==> src/design/dq_pkg.sv <==
package dq_pkg;

  localparam int FUNC_W      = 2;
  localparam int DATA_W      = 32;
  localparam int STATUS_W    = 2;
  localparam int FILL_W      = 8;
  localparam int OUT_TDATA_W = DATA_W + FILL_W;

  typedef enum logic [FUNC_W-1:0] {
    FUNC_PUSH_BACK  = 2'd0,
    FUNC_PUSH_FRONT = 2'd1,
    FUNC_POP_FRONT  = 2'd2,
    FUNC_POP_BACK   = 2'd3
  } func_t;

  typedef enum logic [STATUS_W-1:0] {
    STATUS_OK        = 2'd0,
    STATUS_OVERFLOW  = 2'd1,
    STATUS_UNDERFLOW = 2'd2
  } status_t;

  // Store strobes from the pointer logic.
  typedef struct packed {
    logic we;
    logic re;
  } mem_ctl_t;

  // Per-request result, minus the popped word which comes from the store.
  typedef struct packed {
    logic                 pop_ok;
    status_t              status;
    logic [FILL_W-1:0]    fill_count;
  } res_t;

endpackage

==> src/design/dq_ctrl.sv <==
module dq_ctrl #(
  parameter int DEPTH = 128
) (
  input  logic                           clk,
  input  logic                           rst_n,
  input  logic                           accept,
  input  logic [dq_pkg::FUNC_W-1:0]      func,
  input  logic [dq_pkg::DATA_W-1:0]      push_value,
  output dq_pkg::mem_ctl_t               mem_ctl,
  output logic [$clog2(DEPTH)-1:0]       mem_addr,
  output logic [dq_pkg::DATA_W-1:0]      mem_wdata,
  output dq_pkg::res_t                   res
);

  localparam int AW = $clog2(DEPTH);
  localparam int CW = $clog2(DEPTH + 1);
  localparam int SW = CW + 1;

  logic [AW-1:0] head_r, head_nxt;
  logic [CW-1:0] count_r, count_nxt;
  logic          full, empty;
  logic [SW-1:0] sum_back, sum_last;
  logic [AW-1:0] slot_back, slot_last, head_dec, head_inc;

  always_comb begin
    full  = (count_r == CW'(DEPTH));
    empty = (count_r == '0);

    // head + count stays below twice the depth: one compare and subtract wraps it
    sum_back  = SW'(head_r) + SW'(count_r);
    sum_last  = sum_back - SW'(1);
    slot_back = (sum_back >= SW'(DEPTH)) ? AW'(sum_back - SW'(DEPTH)) : AW'(sum_back);
    slot_last = (sum_last >= SW'(DEPTH)) ? AW'(sum_last - SW'(DEPTH)) : AW'(sum_last);
    head_dec  = (head_r == '0) ? AW'(DEPTH - 1) : head_r - AW'(1);
    head_inc  = (head_r == AW'(DEPTH - 1)) ? '0 : head_r + AW'(1);

    head_nxt   = head_r;
    count_nxt  = count_r;
    mem_ctl    = '0;
    mem_addr   = slot_back;
    mem_wdata  = push_value;
    res.pop_ok = 1'b0;
    res.status = dq_pkg::STATUS_OK;

    case (dq_pkg::func_t'(func))
      dq_pkg::FUNC_PUSH_BACK: begin
        if (full) begin
          res.status = dq_pkg::STATUS_OVERFLOW;
        end else begin
          mem_ctl.we = 1'b1;
          count_nxt  = count_r + CW'(1);
        end
      end
      dq_pkg::FUNC_PUSH_FRONT: begin
        if (full) begin
          res.status = dq_pkg::STATUS_OVERFLOW;
        end else begin
          mem_ctl.we = 1'b1;
          mem_addr   = head_dec;
          head_nxt   = head_dec;
          count_nxt  = count_r + CW'(1);
        end
      end
      dq_pkg::FUNC_POP_FRONT: begin
        if (empty) begin
          res.status = dq_pkg::STATUS_UNDERFLOW;
        end else begin
          mem_ctl.re = 1'b1;
          mem_addr   = head_r;
          head_nxt   = head_inc;
          count_nxt  = count_r - CW'(1);
          res.pop_ok = 1'b1;
        end
      end
      dq_pkg::FUNC_POP_BACK: begin
        if (empty) begin
          res.status = dq_pkg::STATUS_UNDERFLOW;
        end else begin
          mem_ctl.re = 1'b1;
          mem_addr   = slot_last;
          count_nxt  = count_r - CW'(1);
          res.pop_ok = 1'b1;
        end
      end
      default: begin
      end
    endcase

    res.fill_count = dq_pkg::FILL_W'(count_nxt);

    if (!accept) begin
      mem_ctl = '0;
    end
  end

  always_ff @(posedge clk) begin
    if (!rst_n) begin
      head_r  <= '0;
      count_r <= '0;
    end else if (accept) begin
      head_r  <= head_nxt;
      count_r <= count_nxt;
    end
  end

endmodule

==> config.mk <==
export PLATFORM = sky130hd
export DESIGN_NAME = dq_ctrl
export DESIGN_NICKNAME = d
export VERILOG_FILES = /design/src/design/dq_pkg.sv /design/src/design/dq_ctrl.sv
export SDC_FILE = /design/constraint.sdc
export NUM_CORES = 1
export LEC_CHECK = 0
export BUFFER_PORTS_ARGS = -buffer_cell sky130_fd_sc_hd__buf_2
export CORE_ASPECT_RATIO = 1.75
export CORE_MARGIN = 4
export CORE_UTILIZATION = 25
export CTS_CLUSTER_SIZE = 16
export DETAILED_ROUTE_END_ITERATION = 16
export GPL_ROUTABILITY_DRIVEN = 0
export PLACE_DENSITY = 0.58
export SLEW_MARGIN = 10
export SYNTH_ARGS = -nofsm -noshare
export SYNTH_HDL_FRONTEND = slang
export SYNTH_SLANG_ARGS = --single-unit
==> constraint.sdc <==
create_clock -name clk -period 7.6 [get_ports clk]
set_input_delay 1.9 -clock clk [delete_from_list [all_inputs] [get_ports clk]]
set_output_delay 1.9 -clock clk [all_outputs]
set_load 0.05 [all_outputs]
==> run summary, run 1 <==
CTS Buffer Depth - 2
met2 routed WL - 3091 um
Worst EP required - 5.70 ns
row count - 45
Place WS - 2.158 ns
placed cell count - 403
Ports - 89
Post-Route Setup TNS - 0 ns
total CTS buffers - 3
setup violators final - 0
Post-route DRC - 0
WP depth - 5
Mean Syn Cell Area - 7.121 um2
final core occ - 0.2561
final instance area - 0.002235 mm2
Synth async-reset ratio - 0
final global-route overflow total - 0
RSZ-0062 raised after global routing - false
clk sinks - 15
Horiz. Die Dim - 79.49 um
Clock Latency Late Sink - 0.26 ns
fmax - 183.3 MHz
NetSw - 0.3045 mW
Power Dens Cells - 257.4 mW/mm2
die area - 0.01058 mm2
Worst R2R Start - count_r[0]$_SDFFE_PN0P_
Worst path slowest cell - or4_1
WP buf/inv - 2
die height - 133.1 um
placed cell area - 0.002155 mm2
Static Leak - 0.8995 nW
Vias - 2160
hold path depth - 2
Clock transition at path regs - 0.05 ns
worst reg2reg path depth - 9
Seq pwr share - 0.199
Final Skew - 0.007704 ns
share of layout cells above drive strength 1 - 0.1517
Initial Util - 0.2562
Post-CTS Resized - 0
CTS root buf - clkbuf_16
crit start category - primary input
worst-path cell chain - buf_2 -> nand2_1 -> or4_1 -> o211ai_1 -> buf_2
Core ar. - 0.008727 mm2
maximum number of pins on one net before global-route repair - 24
Max H-tree Level - 1
Max-Slew Margin vs Limit - 0.4850
synthesized flop and latch total - 15
Clk pwr share - 0.193
Routed WL per cell - 15.44 um
Syn Nets - 363
Total Routing Usage GR - 0.1216
Critical Path Sink Type - primary output
Max Slew Vio Count - 0
HP Start - count_r[4]$_SDFFE_PN0P_
M1 wire length - 2454 um
Yosys warnings - 0
CP max stage delay - 0.56 ns
most used cell, CP - buf_2
Synth Cell Area - 0.002236 mm2
post-route insts no fill - 407
DR pass1 iterations - 4
ant diodes - 0
Layout area overhead - -0.05608%
final net count - 340
hold_buf cts - 0
initial antenna violation count - 0
maxcap violations - 0
Hold WS - 0.6234 ns
top-count cell post-synth - buf_4
Setup WS post-layout - 2.144 ns
Hold Fails Final Rpt - 0
Tcrit/Tclk final - 0.7179
Sw Share - 0.5295
maximum vdd ir drop - 0.0001207 V
Yosys cell types - 60
post-CTS setup buffers - 0
status - complete, no violations
top post-synthesis cells by area - dfxtp_1, buf_4, ha_1
final WL - 6285 um
DR vias/cell - 5.307
kind of critical path - in -> out
Setup crit start - func[1]
Synth Instances - 314
commonest cells in the netlist - buf_4, nor2_1, nand2_1, a21oi_1, o21ai_0
min Tclk post-route - 5.456 ns
cell taking the most area after synthesis - dfxtp_1
global-route wire length before repair - 10290 um
ys flop type - dfxtp_1
Seq/Total Area, Yosys - 0.1343
DP HPWL - 4915 um
routed length on met3 - 294 um
Critical Path AT - 3.56 ns
top routing layer in use - met4
Worst Tran Pin Value - 0.7672 ns
Crit path max-delay family - simple AND/OR/NAND/NOR gates
post-synth top area share - 0.1343
initial drt markers - 114
Hold Crit Class - reg -> reg
TritonCTS clock tree - yes
vias in the first global route - 2113
I/O Buffers - 24
Combinational Power Share - 0.608
P_int - 0.2706 mW
post-route ant nets - 0
Max Fanout on Critical Path - 23
Tot Pwr - 0.5751 mW
EDFF count, synth - 0
[worst reg2reg max path, stage by stage (launching register included)]
cell and delay (ns):
dfxtp_1 0.38, inv_2 0.17, ha_1 0.27, nor4b_2 0.37, nand3b_2 0.28, nand2_1 0.21
inv_2 0.09, a221oi_1 0.25, a21o_1 0.14, a31oi_1 0.08
[sequential cells by signal, indices dropped and copies added (netlist names)]
register  flops
count_r       8
head_r        7
[final timing paths]
path,end,slack (ns)
worst min register to register,count_r[4]$_SDFFE_PN0P_,0.62
worst max-delay path,mem_addr[5],2.14
worst min-delay path,count_r[4]$_SDFFE_PN0P_,0.62
worst max register to register,count_r[3]$_SDFFE_PN0P_,5.25
[layout make-up]
cell class	count	area [um2]
sequential	15	300.3
fill	977	6492
multi-input combinational	231	1524
clock inverter	1	5.005
tap	117	146.4
inverter	15	56.30
timing repair buffer	25	127.6
clock buffer	3	75.07
[layout by cell type (no fill, tap or decap), drive strengths merged, types with 6 or more instances in the layout]
| cell | instances |
|---|---|
| buf | 25 |
| xnor2 | 10 |
| nor2 | 30 |
| o21ai | 20 |
| nand2 | 25 |
| nand3 | 12 |
| ha | 11 |
| or3 | 6 |
| inv | 14 |
| dfxtp | 15 |
| a21oi | 19 |
[kinds of logic after synthesis]
kind of cell,Yosys count,synth area share
AOI/OAI and AO/OA,87,0.2585
xor gates and xnor gates,15,0.05876
adders and majority gates,12,0.07051
buffers and inverters,68,0.1841
DFF,15,0.1343
muxes,5,0.02350
and+or+nand+nor,112,0.2703
[per-layer routing]
metal | vias up | global-route usage
li1 | 1060 | -
met3 | 35 | 0.008119
met4 | 0 | 0.09847
met2 | 77 | 0.2107
met5 | - | 0
met1 | 988 | 0.1319
[power groups by stage]
| stage | Sequential, mW | Combinational, mW | Clock (mW) |
|---|---|---|---|
| global route | 0.117 | 0.382 | 0.114 |
| finish | 0.114 | 0.350 | 0.111 |
| CTS | 0.114 | 0.352 | 0.112 |
| global placement | 0.115 | 0.348 | 0 |
| floorplan | 0.0972 | 0.345 | 0 |
| detailed placement | 0.116 | 0.351 | 0 |
No activity file was read; power rests on OpenSTA's default activity.
==> run 2: changes to the inputs <==
==> constraint.sdc (replaced) <==
create_clock -name clk -period 5.2 [get_ports clk]
set_input_delay 1.3 -clock clk [delete_from_list [all_inputs] [get_ports clk]]
set_output_delay 1.3 -clock clk [all_outputs]
set_load 0.05 [all_outputs]
==> run summary, run 2 (same netlist as run 1, synthesis figures left out) <==
most frequent cells in the layout - nor2_1, nand2_1, buf_2
Clock transition at path regs - 0.05 ns (about the same)
Sw Share - 0.5255 (-0.003940)
initial antenna violation count - 0 (unchanged)
die height - 133.1 um (unchanged)
share of layout cells above drive strength 1 - 0.1512 (-0.0005214)
DP HPWL - 4813 um (-2.1%)
RSZ-0062 raised after global routing - false
total CTS buffers - 3 (unchanged)
Static Leak - 0.9022 nW (+0.29%)
Ports - 89 (unchanged)
Worst Tran Pin Value - 0.5715 ns (-0.1957 ns)
Clk pwr share - 0.189 (-0.004)
CTS root buf - clkbuf_16
global-route wire length before repair - 10230 um (-0.60%)
hold path depth - 2 (unchanged)
Horiz. Die Dim - 79.49 um (unchanged)
kind of critical path - reg -> out
Layout area overhead - 0.2239%
I/O Buffers - 24 (unchanged)
Seq pwr share - 0.193 (-0.006)
Post-CTS Resized - 0 (unchanged)
Largest regs - count_r x8, head_r x7
Critical Path AT - 3.05 ns (-0.51 ns)
post-CTS setup buffers - 0 (unchanged)
Hold Crit Class - reg -> reg
Max Fanout on Critical Path - 9 (-61%)
TritonCTS clock tree - yes
row count - 45 (unchanged)
post-route ant nets - 0 (unchanged)
maxcap violations - 0 (unchanged)
vias in the first global route - 2099 (-0.66%)
max reg flops - 8 (unchanged)
P_int - 0.3974 mW (+47%)
Initial Util - 0.2562 (unchanged)
Final Skew - 0.002885 ns (-0.004818 ns)
Total Routing Usage GR - 0.1204 (-0.001287)
Max H-tree Level - 1 (unchanged)
Post-Route Setup TNS - 0 ns (unchanged)
Clock Latency Late Sink - 0.26 ns (about the same)
Worst R2R Start - count_r[1]$_SDFFE_PN0P_
hold_buf cts - 0 (unchanged)
Max-Slew Margin vs Limit - 0.6163 (+0.1312)
initial drt markers - 83 (-27%)
Hold Fails Final Rpt - 0 (unchanged)
status - complete, no violations
Vias - 2167 (+0.32%)
worst reg-to-reg setup slack - 2.80 ns (-2.45 ns)
Combinational Power Share - 0.618 (+0.010)
min Tclk post-route - 4.350 ns
DR vias/cell - 5.311 (about the same)
Core ar. - 0.008727 mm2 (unchanged)
worst reg2reg path depth - 9 (unchanged)
setup violators final - 0 (unchanged)
final WL - 6242 um (-0.68%)
Max Slew Vio Count - 0 (unchanged)
Routed WL per cell - 15.30 um (-0.93%)
HP Start - count_r[4]$_SDFFE_PN0P_
Setup crit start - head_r[0]$_SDFFE_PN0P_
Hold WS - 0.6185 ns (-0.004894 ns)
NetSw - 0.4402 mW (+45%)
Worst EP required - 3.90 ns (-1.80 ns)
crit start category - flip-flop
Top reg by flops - count_r
Tcrit/Tclk final - 0.8366
Post-route DRC - 0 (unchanged)
die area - 0.01058 mm2 (unchanged)
maximum vdd ir drop - 0.0001461 V (+21%)
Critical Path Sink Type - primary output
commonest non-fill, non-tap cell in the layout - nor2_1
fmax - 229.9 MHz
final net count - 341 (+0.29%)
final global-route overflow total - 0 (unchanged)
DR pass1 iterations - 4 (unchanged)
CTS Buffer Depth - 2 (unchanged)
Power Dens Cells - 373.8 mW/mm2 (+45%)
ant diodes - 0 (unchanged)
clk sinks - 15 (unchanged)
maximum number of pins on one net before global-route repair - 24 (unchanged)
-- run 2: changes by cell type in the layout (fill, tap and decap cells not counted) --
cell,before,now
buf_4,1,2
clkbuf_1,0,1
clkinv_2,1,0
-- run 2: path summary, 6_finish.rpt --
kind | to
worst max-delay path | mem_addr[6]
worst min-delay path | count_r[4]$_SDFFE_PN0P_
worst max register to register | count_r[3]$_SDFFE_PN0P_
worst min register to register | count_r[4]$_SDFFE_PN0P_
-- run 2: worst max-delay path: stages (launching register included) --
cell and delay, ns:
dfxtp_1 0.48, ha_1 0.21, inv_1 0.05, fa_1 0.39, nand2b_1 0.18, a211oi_1 0.29
nor4_1 0.09, a311oi_1 0.51, a31oi_1 0.17, o22ai_1 0.12, buf_2 0.29
-- run 2: through the flow --
stage	cell area (um2)	cells	worst slack [ns]	power [mW]	util
after detailed placement	2162	404	0.9500	0.6810	0.2477
after CTS	2241	408	0.8256	0.8439	0.2568
after global placement	2162	404	0.9534	0.6770	0.2477
final	2241	408	0.8498	0.8376	0.2568
after global routing	2241	408	0.5927	0.8930	0.2568
after floorplan	2236	314	0.5824	0.6461	-
-- run 2: power groups by stage --
stage	clock network [mW]	logic (mW)	registers [mW]
detailed placement	0	0.516	0.165
global route	0.167	0.560	0.166
global placement	0	0.513	0.164
finish	0.158	0.517	0.162
floorplan	0	0.504	0.142
CTS	0.163	0.519	0.162
-- run 2: area by class of cell --
class / instances / area (um2)
fillers: 981 / 6486
multi-input cells: 231 / 1524
flip-flops and latches: 15 / 300.3
well taps: 117 / 146.4
repair buffers: 26 / 135.1
clock buffers: 4 / 78.83
inverters: 15 / 56.30
-- run 2: routing by layer --
| metal | vias up | share of wire | wire length, um | global-route usage |
|---|---|---|---|---|
| li1 | 1054 | - | - | - |
| met1 | 1021 | 0.41 | 2539 | 0.1297 |
| met2 | 73 | 0.51 | 3214 | 0.2191 |
| met3 | 19 | 0.044 | 272 | 0.01218 |
| met4 | 0 | 0.035 | 216 | 0.07170 |
| met5 | - | 0 | 0 | 0 |
