$ cat config.mk
export PLATFORM = sky130hd
export DESIGN_NAME = dq_out
export DESIGN_NICKNAME = d
export VERILOG_FILES = /design/src/design/dq_pkg.sv /design/src/design/dq_out.sv
export SDC_FILE = /design/constraint.sdc
export NUM_CORES = 1
export LEC_CHECK = 0
export ABC_AREA = 1
export BUFFER_PORTS_ARGS = -buffer_cell sky130_fd_sc_hd__buf_4
export CAP_MARGIN = 15
export CORE_UTILIZATION = 25
export CTS_CLUSTER_SIZE = 10
export DETAILED_ROUTE_END_ITERATION = 10
export HOLD_SLACK_MARGIN = 0.12
export PLACE_DENSITY = 0.58
export SYNTH_ARGS = -nofsm -noshare
export SYNTH_HDL_FRONTEND = slang
export SYNTH_SLANG_ARGS = --single-unit
$ cat constraint.sdc
create_clock -name clk -period 4 [get_ports clk]
set_clock_uncertainty 0.1 [all_clocks]
set_input_delay 0 -clock clk [delete_from_list [all_inputs] [get_ports clk]]
set_output_delay 0 -clock clk [all_outputs]
set_load 0.1 [all_outputs]
$ cat src/design/dq_pkg.sv
package dq_pkg;

  localparam int FUNC_W      = 2;
  localparam int DATA_W      = 32;
  localparam int STATUS_W    = 2;
  localparam int FILL_W      = 8;
  localparam int OUT_TDATA_W = DATA_W + FILL_W;

  typedef enum logic [FUNC_W-1:0] {
    FUNC_PUSH_BACK  = 2'd0,
    FUNC_PUSH_FRONT = 2'd1,
    FUNC_POP_FRONT  = 2'd2,
    FUNC_POP_BACK   = 2'd3
  } func_t;

  typedef enum logic [STATUS_W-1:0] {
    STATUS_OK        = 2'd0,
    STATUS_OVERFLOW  = 2'd1,
    STATUS_UNDERFLOW = 2'd2
  } status_t;

  // Store strobes from the pointer logic.
  typedef struct packed {
    logic we;
    logic re;
  } mem_ctl_t;

  // Per-request result, minus the popped word which comes from the store.
  typedef struct packed {
    logic                 pop_ok;
    status_t              status;
    logic [FILL_W-1:0]    fill_count;
  } res_t;

endpackage

$ cat src/design/dq_out.sv
module dq_out (
  input  logic                              clk,
  input  logic                              rst_n,
  input  logic                              accept,
  input  dq_pkg::res_t                      res,
  input  logic [dq_pkg::DATA_W-1:0]         mem_rdata,
  output logic                              in_ready,
  output logic                              out_valid,
  input  logic                              out_ready,
  output logic [dq_pkg::OUT_TDATA_W-1:0]    out_data,
  output logic [dq_pkg::STATUS_W-1:0]       out_status
);

  logic                      a_valid_r;
  dq_pkg::res_t              a_res_r;
  logic                      b_valid_r;
  logic [dq_pkg::DATA_W-1:0] b_pop_r;
  dq_pkg::status_t           b_status_r;
  logic [dq_pkg::FILL_W-1:0] b_fill_r;
  logic                      a_adv;

  // Advance the read stage when the output register is free or draining.
  assign a_adv    = a_valid_r && (!b_valid_r || out_ready);
  assign in_ready = !a_valid_r || a_adv;

  always_ff @(posedge clk) begin
    if (!rst_n) begin
      a_valid_r <= 1'b0;
      b_valid_r <= 1'b0;
    end else begin
      if (accept) begin
        a_valid_r <= 1'b1;
      end else if (a_adv) begin
        a_valid_r <= 1'b0;
      end
      if (a_adv) begin
        b_valid_r <= 1'b1;
      end else if (out_ready) begin
        b_valid_r <= 1'b0;
      end
    end
  end

  always_ff @(posedge clk) begin
    if (accept) begin
      a_res_r <= res;
    end
    if (a_adv) begin
      b_pop_r    <= a_res_r.pop_ok ? mem_rdata : '0;
      b_status_r <= a_res_r.status;
      b_fill_r   <= a_res_r.fill_count;
    end
  end

  assign out_valid  = b_valid_r;
  assign out_data   = {b_fill_r, b_pop_r};
  assign out_status = b_status_r;

endmodule

==> results of run 1 <==
## cell usage in the layout, fill, tap and decap left out
master	count
nand2_1	33
a21oi_4	1
bufinv_16	1
buf_4	91
inv_6	1
inv_8	1
inv_1	36
a21oi_1	2
edfxtp_1	53
clkbuf_8	5
nand3_1	1
dlygate4sd3_1	47
dfxtp_1	2
## report_power, final
group	switching (W)	internal [W]
logic	0.000198	0.0000927
clock network	0.000186	0.000193
registers	0.0000162	0.000670
## timing repair
item                      in CTS  in global routing
buffers inserted               0                  0
hold buffers                  47                  0
hold endpoints to repair      56                  0
## state kept, by name (all words and copies together) (netlist names)
name and count:
b_pop_r 32, a_valid_r 1, a_res_r 11, out_valid 1, out_status 2, b_fill_r 8
## per-layer routing
| metal | share of wire, % | wire length, um |
|---|---|---|
| met1 | 41 | 1610 |
| met5 | 0 | 0 |
| met2 | 51 | 2000 |
| met4 | 1.0 | 40 |
| met3 | 6.0 | 235 |
## final timing paths
kind	start	endpoint	depth (start not counted)
max	a_valid_r	b_pop_r[5]	3
min	res[10]	a_res_r[10]	2
max reg2reg	a_valid_r	b_pop_r[5]	3
min reg2reg	a_res_r[0]	b_fill_r[0]	0
## layout make-up
type | instances | area share (%)
Sequential cell | 55 | 49.2
Timing Repair Buffer | 138 | 34.8
Multi-Input combinational cell | 37 | 4.68
Inverter | 36 | 4.07
Tap cell | 99 | 3.73
Clock buffer | 5 | 2.07
Clock inverter | 3 | 1.51
## cell families after synthesis
logic type      synth area share (%)
flops                           83.9
buf+inv                         8.69
simple gates                    6.63
compound gates                 0.772
## through the flow
step / instances / utilization (%) / worst slack [ns] / area (um2) / hold slack (ns)
floorplan: 131 / - / 0.546 / 1940 / -0.00113
global placement: 318 / 37.0 / 2.55 / 2730 / 0.0783
detailed placement: 318 / 37.0 / 2.52 / 2730 / 0.0794
CTS: 373 / 45.0 / 2.48 / 3320 / 0.286
global route: 373 / 45.0 / 2.29 / 3320 / 0.282
finish: 373 / 45.0 / 2.52 / 3320 / 0.297
## worst register-to-register path, stage by stage, from the launching register on
cell	delay, ns
dfxtp_1	0.35
inv_1	0.09
a21oi_4	0.10
buf_4	0.46
==> results.toml, run 1 <==
[logic_synthesis]
synth_area_leader_cell = "edfxtp_1"
synth.area.top_cells = "edfxtp_1, inv_1, nand2_1"
synth_area_um2 = 1940
synth_cell_type_count = 7
synthTopCellsByCount = "edfxtp_1, inv_1, nand2_1"
synth_top_area_share_pct = 81.9
synth-async-reset-ratio_pct = 0
synthCells = 131
syn_area_per_cell_um2 = 14.8
syn_nets = 178
ys_ff_latch = 55
synth_edf_count = 53
synth-seq-area-share_pct = 83.9
ys_warn_count = 0
yosysMostFrequentCell = "edfxtp_1"
ys.flop_type = "edfxtp_1"

[clocking]
cts_tree = "yes"
clkSinkCount = 55
clk_latency_ns = 0.31
numCtsBuffers = 5
htreeDepth = 2
cts-resized-gates = 0
clkTransAtPathRegs_ns = 0.11
cts-root-buf = "clkbuf_8"
cts.path.max_buffers = 2

[detailed_routing]
drc_errors = 0
ant_nets = 0
drtPass1Iterations = 3
routedWlPerCell_um = 10.4
vias = 1366
wirelength_mm = 3.89
avgViaCountPerCell = 3.66
drtIter0Drc = 32

[timing]
slew_violations = 0
finalHoldViolCount = 0
layout_min_cycle_time_ns = 1.48
finalCritPeriodShare_pct = 37.1
tns_ns = 0
slew-limit-headroom_pct = 32.2
finalSetupViolations = 0
worst_pin_slew_ns = 1.02
fmax_mhz = 674
rsz0062_at_grt = "false"

[grt]
top_usage_layer = "met2"
grt_pass1_vias = 1395
overflow = 0
globalRouteTotalUtil_pct = 9.64
use_met2_pct = 17.5
grt_max_degree = 43
grtUsageMet3_pct = 3.05
antenna_found_initial = 0
grt_pass1_wl_mm = 6.21
use_met1_pct = 10.9

[critical_path]
max_stage_delay_ns = 0.46
path_delay_family = "buffers and inverters"
critPathMaxFanout = 42
r2r_setup_slack_ns = 2.52
path_cells = "inv_1 -> a21oi_4 -> buf_4"
end_kind = "flip-flop"
required_ns = 3.84
start_kind = "flip-flop"
cp_slowest_cell = "buf_4"
crit_type = "flip-flop to flip-flop"
worstPathArrival_ns = 1.33
cp.buffers_inverters = 2

[floorplanning]
start_util_pct = 26.4
core.rowCount = 31
dieWidth_um = 90.2
dieArea_um2 = 8130
io_pins = 91
fp.dieH_um = 90.2
coreArea_um2 = 7370

[finish]
areaGrowthSynthToFinish_pct = 70.7
multiInputGateArea_um2 = 155
regArea_um2 = 1630
diodes = 0
fillers = 695
nets = 320
drive_gt1_share_pct = 36.5

[place]
hpwl_mm = 2.52
port-buffer-count = 90
place_congestion = 0.641

[job]
drv_cap = 0

[min_path]
min_path_type = "primary input to flip-flop"

[power]
p_per_area_nw_per_um2 = 409
ir_worst_vdd_mv = 0.225
p_total_w = 0.00136
leakage_nw = 1.57

[run_status]
status = "complete, no violations"
Note: power is estimated with default switching activity, not from simulation.
==> run 2, diff against run 1 <==
clock period = 1.5 ns   (was 4 ns; I/O delays follow)
==> results.toml, run 2 (synthesis results as in run 1) <==
[min_path]
hold_path_depth = 2
min_path_type = "primary input to flip-flop"
hp-start = "res[5]"
min_to = "a_res_r[5]"

[floorplanning]
start_util_pct = 26.4
core.rowCount = 31
coreArea_um2 = 7370
dieArea_um2 = 8130
fp.dieH_um = 90.2
io_pins = 91
dieWidth_um = 90.2

[clocking]
numCtsBuffers = 5
clkTransAtPathRegs_ns = 0.11
clkSinkCount = 55
htreeDepth = 2
post_cts_buffers = 0
cts_tree = "yes"
cts.path.max_buffers = 2
clk_latency_ns = 0.31
cts-root-buf = "clkbuf_8"

[detailed_routing]
drc_errors = 0
drtIter0Drc = 39
avgViaCountPerCell = 3.65
routedWlPerCell_um = 10.9
drtPass1Iterations = 4
wirelength_mm = 4.10
ant_nets = 0
vias = 1368

[timing]
finalSetupViolations = 0
setup_slack_ns = 0.129
tns_ns = 0
slew-limit-headroom_pct = 79.2
finalHoldViolCount = 0
rsz0062_at_grt = "false"
hold_ws_ns = 0.294
finalCritPeriodShare_pct = 91.4
slew_violations = 0
layout_min_cycle_time_ns = 1.37
worst_pin_slew_ns = 0.312
fmax_mhz = 730

[critical_path]
start_kind = "primary input"
crit_type = "primary input to flip-flop"
end_kind = "flip-flop"
r2r_start = "out_valid"
r2r-end = "a_valid_r"
worstRegToRegCells = 3
required_ns = 1.65
worstPathArrival_ns = 1.52
critPathMaxFanout = 3
r2r_setup_slack_ns = 0.20

[finish]
fin_area_um2 = 3340
fillers = 676
nets = 322
largest-register = "b_pop_r"
largest_reg_flops = 32
final_common_cell = "buf_4"
diodes = 0
top_regs = "b_pop_r x32, a_res_r x11, b_fill_r x8"
final_cell_mix = "buf_4, edfxtp_1, dlygate4sd3_1"
post-route-util_pct = 45.3
drive_gt1_share_pct = 37.7
multiInputGateArea_um2 = 160
areaGrowthSynthToFinish_pct = 71.8
regArea_um2 = 1640

[grt]
overflow = 0
use_met2_pct = 19.9
globalRouteTotalUtil_pct = 10.5
use_met1_pct = 11.0
grt_max_degree = 43
grt_pass1_wl_mm = 6.64
top_usage_layer = "met2"
antenna_found_initial = 0
grtUsageMet3_pct = 3.55
grt_pass1_vias = 1479

[power]
power.share.switching_pct = 31.3
power_switching_w = 0.00109
ir_worst_vdd_mv = 0.501
pwr-share-clk_pct = 25.0
p_per_area_nw_per_um2 = 1040
leakage_nw = 1.58
p_comb_share_pct = 23.0
power.internal_w = 0.00240
p_seq_share_pct = 51.9

[job]
drv_cap = 0

[place]
place_ws_ns = 0.266
port-buffer-count = 90
hpwl_mm = 2.49
postPlaceCellArea_um2 = 2760
place_congestion = 0.659

[run_status]
status = "complete, no violations"
==> run 2: cell type report <==
cell class / count / area share (%)
Inverter: 36 / 4.04
Clock buffer: 5 / 2.06
Sequential cell: 55 / 49.0
Multi-Input combinational cell: 37 / 4.79
Clock inverter: 3 / 1.01
Tap cell: 99 / 3.71
Timing Repair Buffer: 140 / 35.4
==> run 2: what timing repair did <==
item / CTS / global route
endpoints found under the setup margin: 0 / 1
gates resized for setup: 0 / 1
endpoints found under the hold margin: 56 / 0
hold buffers: 48 / 0
==> run 2: stage by stage <==
stage / total power [W] / std cells
after floorplan: 0.00235 / 131
after global placement: 0.00255 / 319
after detailed placement: 0.00255 / 319
after CTS: 0.00354 / 375
after global routing: 0.00363 / 375
final: 0.00349 / 375
==> run 2: worst max path at each step <==
stage                   start           to  depth (start not counted)
global placement    a_valid_r   b_pop_r[3]                          3
CTS                 out_ready    a_valid_r                          6
detailed placement  a_valid_r  b_pop_r[13]                          3
finish              out_ready    a_valid_r                          6
floorplan           out_valid  b_fill_r[0]                          1
global route        out_ready    a_valid_r                          6
==> run 2: metal layers <==
layer / routed length [um] / vias to the layer above / share of wire (%)
li1: - / 700 / -
met1: 1680 / 604 / 41
met2: 2120 / 62 / 52
met3: 289 / 2 / 7.0
met4: 13 / 0 / 0.32
met5: 0 / - / 0
==> run 2: power groups by stage <==
stage	Clock, W	Combinational (W)	Sequential, W
floorplan	0	0.0000889	0.00226
global placement	0	0.000704	0.00184
detailed placement	0	0.000707	0.00185
CTS	0.000919	0.000807	0.00181
global route	0.000967	0.000844	0.00182
finish	0.000874	0.000804	0.00181
==> run 2: critical path: stages <==
cell and delay, ns:
dlygate4sd3_1 0.54, buf_4 0.13, inv_2 0.08, nand3_2 0.08, a21oi_1 0.13, dlygate4sd3_1 0.56
==> run 3, diff against run 2 <==
ABC_AREA = not set   (was 1)
CELL_PAD_IN_SITES_DETAIL_PLACEMENT = 1   (was not set)
CELL_PAD_IN_SITES_GLOBAL_PLACEMENT = 2   (was not set)
PLACE_DENSITY = 0.76   (was 0.58)
==> results.toml, run 3 <==
[finish]
final_cell_mix = "buf_4, edfxtp_1, dlygate4sd3_1"
largest-register = "b_pop_r"
top_regs = "b_pop_r x32, a_res_r x11, b_fill_r x8"
drive_gt1_share_pct = 56.2
layout.cells.non_filler = 341
nets = 288
largest_reg_flops = 32
fillers = 767
diodes = 0
post-route-util_pct = 45.3
final_common_cell = "buf_4"
areaGrowthSynthToFinish_pct = 73.2

[floorplanning]
dieArea_um2 = 8070
coreArea_um2 = 7370
start_util_pct = 26.2
core.rowCount = 31
dieWidth_um = 89.8
io_pins = 91
fp.dieH_um = 89.8

[grt]
antenna_found_initial = 0
grt_max_degree = 43
grt_pass1_vias = 1483
overflow = 0
grt_pass1_wl_mm = 7.45
globalRouteTotalUtil_pct = 12.2

[logic_synthesis]
synth-async-reset-ratio_pct = 0
synth.area.top_cells = "edfxtp_1, and2_2, dfxtp_1"
synth_top_area_share_pct = 82.5
synthCells = 96
syn_area_per_cell_um2 = 20.1
synth_top_family_by_area = "simple AND/OR/NAND/NOR gates"
synth_xor_area_share_pct = 0
yosys.area_share.adder_pct = 0
synth_area_leader_cell = "edfxtp_1"
synth-simple-area-share_pct = 13.8
syn_nets = 143
synth_area_um2 = 1930
yosysMostFrequentCell = "edfxtp_1"
synth_edf_count = 53
ys.flop_type = "edfxtp_1"
synthTopCellsByCount = "edfxtp_1, and2_2, clkbuf_2"
ys_ff_latch = 55
muxShareOfSynthArea_pct = 0
synth_compound_area_share_pct = 0.844
synth_cell_type_count = 10
synth-seq-area-share_pct = 84.6
ys_warn_count = 0

[timing]
finalCritPeriodShare_pct = 97.9
layout_min_cycle_time_ns = 1.47
finalHoldViolCount = 0
rsz0062_at_grt = "false"
finalSetupViolations = 0
fmax_mhz = 681
hold_ws_ns = 0.297
slew-limit-headroom_pct = 81.0
worst_pin_slew_ns = 0.287
slew_violations = 0

[critical_path]
r2r_start = "a_valid_r"
r2r-end = "a_valid_r"
critPathMaxFanout = 3
r2r_setup_slack_ns = 0.05
required_ns = 1.61
end_kind = "flip-flop"
worstRegToRegCells = 3
worstSetupEndpoint = "a_valid_r"
crit_type = "primary input to flip-flop"
startpoint = "rst_n"
worstPathArrival_ns = 1.58
start_kind = "primary input"

[run_status]
status = "complete, no violations"

[place]
hpwl_mm = 2.91
place_congestion = 0.713
port-buffer-count = 90
placedCellCount = 285

[clocking]
cts-root-buf = "clkbuf_8"
cts-resized-gates = 0
post_cts_buffers = 0
numCtsBuffers = 5
clkTransAtPathRegs_ns = 0.11
hold_buffers = 48
cts_tree = "yes"
cts.path.max_buffers = 2
clk_latency_ns = 0.31
clkSinkCount = 55
htreeDepth = 2

[detailed_routing]
vias = 1312
routedWlPerCell_um = 13.6
wirelength_mm = 4.63
drtIter0Drc = 26
drc_errors = 0
ant_nets = 0
drtPass1Iterations = 2
avgViaCountPerCell = 3.85

[power]
p_per_area_nw_per_um2 = 1050
ir_worst_vdd_mv = 0.450
leakage_nw = 1.35
p_total_w = 0.00352

[min_path]
min_path_type = "primary input to flip-flop"

[job]
drv_cap = 0
==> run 3: cell types whose count changed after synthesis, sizes merged, moves of 2 or more <==
cell	change
inv	-36
and2	+33
nand2	-32
a21oi	-3
buf	-3
clkbuf	+3
nor2b	+2
==> run 3: power breakdown <==
| part | leakage (nW) | internal (W) | total (W) | switching [W] |
|---|---|---|---|---|
| Clock | 0.0491 | 0.000345 | 0.000857 | 0.000513 |
| Sequential | 0.524 | 0.00179 | 0.00182 | 0.0000263 |
| Combinational | 0.782 | 0.000285 | 0.000849 | 0.000563 |
==> run 3: how the worst min path moves through the flow <==
stage,start,to,slack (ns),depth (start not counted)
2_1_floorplan,res[0],a_res_r[0],-0.001,0
3_3_place_gp,res[7],a_res_r[7],0.08,1
3_5_place_dp,res[0],a_res_r[0],0.08,1
4_1_cts,res[9],a_res_r[9],0.28,2
5_1_grt,res[3],a_res_r[3],0.29,2
6_report,res[3],a_res_r[3],0.30,2
==> run 3: cell type report <==
type | count | area (um2) | share of cell area (%)
well taps | 99 | 124 | 3.71
multi-input cells | 38 | 294 | 8.80
clock inverters | 3 | 26.3 | 0.787
clock buffers | 5 | 68.8 | 2.06
repair buffers | 141 | 1190 | 35.7
flip-flops and latches | 55 | 1640 | 49.0
==> run 3: logic make-up (layout without fill, tap and decap cells) <==
kind of cell           count (synthesis)  count (layout)
AO/OA/AOI/OAI                          2               2
flip-flops                            55              55
buffers and inverters                  3             149
AND/OR/NAND/NOR                       36              36
==> run 3: routing by layer <==
metal | global-route usage [%] | vias up | share of wire, % | routed length, um
met5 | 0 | - | 0 | 0
met4 | 3.55 | 0 | 1.2 | 55
met3 | 5.41 | 8 | 8.5 | 394
met2 | 21.8 | 58 | 52 | 2410
met1 | 12.9 | 612 | 38 | 1780
li1 | - | 634 | - | -
==> run 3: critical path, stage by stage <==
cell,delay [ns]
dlygate4sd3_1,0.54
buf_4,0.14
and2_1,0.15
a22o_1,0.18
dlygate4sd3_1,0.56
==> run 3: stage by stage <==
stage | setup TNS (ns) | worst slack (ns) | cell area (um2)
floorplan | -11.01 | -0.262 | 1940
global placement | 0 | 0.256 | 2760
detailed placement | 0 | 0.228 | 2760
CTS | 0 | 0.0618 | 3340
global route | 0 | 0.0134 | 3340
finish | 0 | 0.0317 | 3340
